## src/rtl/core/sbox_pkg.sv

```systemverilog
// ----------------------------------------------------------------------------
// sbox_pkg: shared types and constants for the segment/box overlap unit
// widths of the doubled fixed-point quantities and the register map
// ----------------------------------------------------------------------------
package sbox_pkg;

  localparam int COORD_BITS = 32;
  localparam int FRAC_BITS  = 16;

  // box size field is one bit narrower than a coordinate
  localparam int SIZE_BITS  = COORD_BITS - 1;
  // d = end - start
  localparam int DIFF_BITS  = COORD_BITS + 1;
  // m = start + end - 2*(offset + corner) - size
  localparam int MID_BITS   = COORD_BITS + 3;
  localparam int MAG_M_BITS = COORD_BITS + 2;
  localparam int MAG_D_BITS = COORD_BITS + 1;
  // |d| + eps
  localparam int DEPS_BITS  = COORD_BITS + 2;

  // |m| split in two halves for the cross products
  localparam int MLO_BITS   = MAG_M_BITS / 2;
  localparam int MHI_BITS   = MAG_M_BITS - MLO_BITS;
  localparam int PLO_BITS   = MLO_BITS + MAG_D_BITS;
  localparam int PHI_BITS   = MHI_BITS + MAG_D_BITS;
  localparam int PROD_BITS  = MAG_M_BITS + MAG_D_BITS;
  localparam int LHS_BITS   = PROD_BITS + 1;
  localparam int RPROD_BITS = SIZE_BITS + DEPS_BITS;
  localparam int RHS_BITS   = RPROD_BITS + 1;
  localparam int WSUM_BITS  = MAG_M_BITS + 1;

  // doubled epsilon 0.0002, rounded to the nearest lsb
  localparam int unsigned EPS2 = ((1 << FRAC_BITS) + 2500) / 5000;

  // input transaction to result strobe
  localparam int LATENCY    = 7;

  localparam int ADDR_BITS  = 4;
  localparam int DATA_BITS  = 32;

  typedef logic signed [COORD_BITS-1:0] coord_t;
  typedef logic [SIZE_BITS-1:0]         size_t;
  typedef logic signed [MID_BITS-1:0]   mid_t;
  typedef logic signed [DIFF_BITS-1:0]  diff_t;

  typedef enum logic [1:0] {
    REG_OFFSET_X = 2'd0,
    REG_OFFSET_Y = 2'd1,
    REG_OFFSET_Z = 2'd2
  } reg_idx_e;

  // per-axis magnitudes and signs after the abs stage
  typedef struct packed {
    logic [MAG_M_BITS-1:0] m_mag;
    logic                  m_neg;
    logic [MAG_D_BITS-1:0] d_mag;
    logic                  d_neg;
    logic [SIZE_BITS-1:0]  e;
    logic [DEPS_BITS-1:0]  d_eps;
  } axis_t;

endpackage

```

## src/rtl/core/sbox_prep.sv

```systemverilog
// ----------------------------------------------------------------------------
// sbox_prep: doubled midpoint and direction per axis
// first pipeline stage, m = s + t - 2*(off + c) - e and d = t - s
// ----------------------------------------------------------------------------
module sbox_prep (
  input  logic              clk_i,
  input  sbox_pkg::coord_t  start_i  [3],
  input  sbox_pkg::coord_t  end_i    [3],
  input  sbox_pkg::coord_t  corner_i [3],
  input  sbox_pkg::size_t   size_i   [3],
  input  sbox_pkg::coord_t  offset_i [3],
  output sbox_pkg::mid_t    m_o      [3],
  output sbox_pkg::diff_t   d_o      [3],
  output sbox_pkg::size_t   e_o      [3]
);

  sbox_pkg::mid_t  m_d [3];
  sbox_pkg::diff_t d_d [3];
  sbox_pkg::mid_t  m_q [3];
  sbox_pkg::diff_t d_q [3];
  sbox_pkg::size_t e_q [3];

  for (genvar i = 0; i < 3; i++) begin : g_axis
    assign d_d[i] = sbox_pkg::DIFF_BITS'(end_i[i]) - sbox_pkg::DIFF_BITS'(start_i[i]);
    assign m_d[i] = sbox_pkg::MID_BITS'(start_i[i]) + sbox_pkg::MID_BITS'(end_i[i])
                  - (sbox_pkg::MID_BITS'(offset_i[i]) <<< 1)
                  - (sbox_pkg::MID_BITS'(corner_i[i]) <<< 1)
                  - $signed({4'b0000, size_i[i]});

    always_ff @(posedge clk_i) begin
      m_q[i] <= m_d[i];
      d_q[i] <= d_d[i];
      e_q[i] <= size_i[i];
    end

    assign m_o[i] = m_q[i];
    assign d_o[i] = d_q[i];
    assign e_o[i] = e_q[i];
  end

endmodule

```

## config.mk

```make
export PLATFORM = sky130hd
export DESIGN_NAME = sbox_prep
export DESIGN_NICKNAME = d
export VERILOG_FILES = /design/src/rtl/core/sbox_pkg.sv /design/src/rtl/core/sbox_prep.sv
export SDC_FILE = /design/constraint.sdc
export NUM_CORES = 1
export LEC_CHECK = 0
export BUFFER_PORTS_ARGS = -buffer_cell sky130_fd_sc_hd__buf_2
export CORE_AREA = 3 3 304 306
export CTS_CLUSTER_DIAMETER = 30
export CTS_CLUSTER_SIZE = 30
export DETAILED_ROUTE_END_ITERATION = 7
export DIE_AREA = 0 0 307 309
export PLACE_DENSITY = 0.45
export SYNTH_ARGS = -nofsm -noshare
export SYNTH_HDL_FRONTEND = slang
export SYNTH_SLANG_ARGS = --single-unit
export TNS_END_PERCENT = 50
```

## constraint.sdc

```tcl
create_clock -name clk_i -period 5.4 [get_ports clk_i]
set_input_delay 1.08 -clock clk_i [delete_from_list [all_inputs] [get_ports clk_i]]
set_output_delay 1.08 -clock clk_i [all_outputs]
set_load 0.005 [all_outputs]
```

Word level (Yosys, flattened, before mapping)
Memories as Yosys holds them, arrays and structs flattened.
Index checks and enable logic that the tools add are counted.

cells by class
  add/sub/neg operators = 15

operators with widths
  kind                          number
  subtractor 34 x 33 -> 35 bit  3
  subtractor 35 x 32 -> 35 bit  3
  subtractor 33 x 33 -> 34 bit  3
  adder 32 x 32 -> 33 bit       3
  subtractor 32 x 32 -> 33 bit  3

word-level totals
  flip-flop bits (word level) = 0
  bits in writable memories = 297
  word-level logic and storage cells = 18
  memories kept = 3

memory list
  name  words  bits a word  read ports  clocked after memory_dff  wr ports  line             source
  m_q   3      35           3           0                         3         sbox_prep.sv:19  sbox_pkg::mid_t m_q [3];
  d_q   3      33           3           0                         3         sbox_prep.sv:20  sbox_pkg::diff_t d_q [3];
  e_q   3      31           3           0                         3         sbox_prep.sv:21  sbox_pkg::size_t e_q [3];

Depth between registers and ports, before layout
  depth after elaboration = 4
  mapped depth = 18

Worst setup path after synthesis
No wires, ideal clock.

  path type = in2reg
  start point = input port corner_i[65] (netlist name)
  end point = memory m_q[0][27] (netlist name)
  arrival time = 4.862 ns
  data required time = 5.328 ns
  setup slack = 0.466 ns
  cell stages on the path = 17
  cells stage by stage = inv_1 > fa_1 > fa_1 > inv_1 > fa_1 > inv_1 > ha_1 > o21ai_0 > nor2_1 > a31oi_1 > a21oi_1 > o22a_1 > or4_4 > a221oi_4 > o21ai_2 > a311oi_2 > xnor2_1

RTL lines
  element      line             source
  from (decl)  sbox_prep.sv:9   input sbox_pkg::coord_t corner_i [3],
  to (decl)    sbox_prep.sv:19

==> impl_metrics.csv <==
group,metric,value,unit
setup_path,required,5.93,ns
clock_tree,cts_num_sinks,297,
pwr,leakage,19.2,nW
route,drt-total-wl,82100,µm
place,dp_hpwl,71500,µm
clock_tree,cts_setup_buffers,0,
route,vias_per_cell,4.28,
setup_path,cp.arrival,5.51,ns
setup_path,startpoint_type,"primary input",
route,vias,21400,
setup_path,end_kind,"flop",
timing,period_minus_slack,4.98,ns
grt,antenna_found_initial,13,
finish,fin_nets,4710,
clock_tree,clockBufferDepth,3,
synth,yosysTopAreaCellShare,0.239,
synth,yosysMostFrequentCell,"inv_1",
place,portBuffers,774,
synth,synth_enable_flop_cells,0,
synth,yosysWarnings,0,
synth,synth_area_per_cell,8.87,µm²
place,gp_congestion,0.854,
grt,grt_pass1_vias,22500,
setup_path,crit_buf_inv,7,
timing,max_freq,201,MHz
setup_path,crit_chain,"buf_2 > inv_1 > fa_1 > fa_1 > inv_1 > fa_1 > inv_1 > ha_1 > nor2b_1 > o31ai_1 > buf_4 > a211oi_1 > buf_4 > o211ai_1 > a21o_1 > a21boi_0 > o21ai_0 > buf_4 > o21ai_0 > a21oi_1 > xnor2_1",
setup_path,cp_max_fo,4,
hold_path,hp-class,"primary input to flop",
synth,synth.top_cells.by_count,"inv_1, dfxtp_1, fa_1, ha_1, a21oi_1",
route,postRouteAntennaNets,0,
floorplan,die_y,309,µm
synth,ys_seq_area_frac,0.239,
clock_tree,cts-buffers-inserted,113,
route,firstDrtPassIters,5,
synth,yosysUniqueCellTypes,71,
pwr,power,0.0177,W
synth,synth_nets,3785,
timing,slew_violations,0,
setup_path,slowest_stage,"fa_1",
grt,grt_usage,0.171,
setup_path,max_stage_delay,0.50,ns
synth,ys_ff_latch,297,
setup_path,critPathKind,"primary input to flop",
synth,synth.top_cells.by_area,"dfxtp_1, fa_1, inv_1",
finish,layout-drive-gt1-share,0.273,
clock_tree,clk_pin_slew_worst_paths,0.04,ns
timing,worstMarginPinSlew,0.638,ns
timing,max_slew_margin,0.564,
timing,fin_crit_sh,0.922,
timing,finalHoldViolations,0,
floorplan,rows,110,
synth,syn-cell-area,24900,µm²
synth,yosysTopAreaCell,"dfxtp_1",
setup_path,path_delay_family,"adder cells",
grt,gr-total-overflow,0,
clock_tree,cts-hold-fix-buffers,0,
grt,grt_max_degree,17,
grt,grt_pass1_wl,125000,µm
timing,rsz0062_at_grt,"no",
finish,seq_area,5950,µm²
floorplan,dieArea,94900,µm²
outcome,outcome,"finished, final reports clean",
finish,area_growth,38.9,%
clock_tree,cts_resized,0,
route,drtIter0Drc,762,
finish,fillers,9471,
run,cap_violations,0,
floorplan,io_pins,775,
timing,fin_tns_setup,0,ns
pwr,vdd.ir_drop.worst,0.268,mV
clock_tree,htreeDepth,3,
synth,ys.flop_type,"dfxtp_1",
pwr,power_density,511,nW/µm²
finish,multiInputGateArea,15600,µm²
floorplan,initial_utilization,0.277,
timing,setup_viol,0,
floorplan,die_x,307,µm
route,drc,0,
clock_tree,cts_tree,"yes",
synth,synthArstFlopShare,0,
route,wl_per_cell,16.4,µm
floorplan,core,89900,µm²
clock_tree,root_buffer,"clkbuf_16",
synth,netlist_instances,2803,
power breakdown:
| part | internal [W] | switching, W | leakage (nW) |
|---|---|---|---|
| clock | 0.00481 | 0.00180 | 1.97 |
| combinational | 0.00359 | 0.00440 | 14.7 |
| sequential | 0.00290 | 0.000169 | 2.51 |
cells in the final DEF (no fill, tap or decap), types with 20 or more instances in the layout:
master     synthesis  layout
a21o_1           119     119
a21oi_1          166     166
and3_1            20      20
buf_2              0     774
buf_4              0      61
clkbuf_1          25      22
clkbuf_16          0     113
clkbuf_8           0      31
clkinv_2           0      22
dfxtp_1          297     297
fa_1             285     285
ha_1             219     219
inv_1            858     858
nand2_1           92      92
nand2b_1          26      26
nand3_1           32      32
nor2_1            99      99
nor2b_1           28      28
o21a_1            30      30
o21ai_0           98      98
xnor2_1          126     126
xor2_1            65      65
final timing paths:
path	start	to	slack, ns	depth (start not counted)
hold / removal	size_i[50]	e_q[0][50]	0.53	1
setup / recovery	size_i[2]	m_q[0][102]	0.42	21
sequential cells by signal, indices dropped and copies added, names as in the netlist:
| name | cells |
|---|---|
| d_q | 99 |
| e_q | 93 |
| m_q | 105 |
logic make-up (layout without fill, tap and decap cells):
kind of cell	count (synthesis)	after routing	share of synthesized area
xor gates and xnor gates	191	191	0.0673
and+or+nand+nor	372	372	0.0731
AOI/OAI and AO/OA	555	555	0.147
other	0	5	0
adders and majority gates	504	504	0.340
muxes	1	1	0.000453
buffers and inverters	883	1901	0.133
DFF	297	297	0.239
layout make-up:
type                       count  area share
antenna                        5    0.000362
clock buffer                 166      0.0966
clock inverter                42      0.0180
inverter                     858      0.0932
multi-input combinational   1623       0.452
sequential                   297       0.172
tap                         1176      0.0426
timing repair buffer         835       0.125
per-layer routing:
metal / share of wire / vias up / GRT usage
met5: 0.00061 / - / 0
met3: 0.070 / 126 / 0.0460
met1: 0.41 / 10000 / 0.202
li1: - / 10600 / -
met2: 0.49 / 607 / 0.302
met4: 0.025 / 8 / 0.0575
metrics by stage:
step	cells	setup WS [ns]	util	hold WS [ns]	cell area [µm²]
after detailed placement	4789	-0.211	0.340	1.20	30600
after global placement	4789	-0.173	0.340	1.20	30600
final	5002	0.420	0.384	0.526	34500
after global routing	4999	0.214	0.384	0.484	34500
after CTS	4997	0.466	0.384	0.458	34500
after floorplan	2803	0.466	-	1.11	24900
Note: power is estimated with default switching activity, not from simulation.
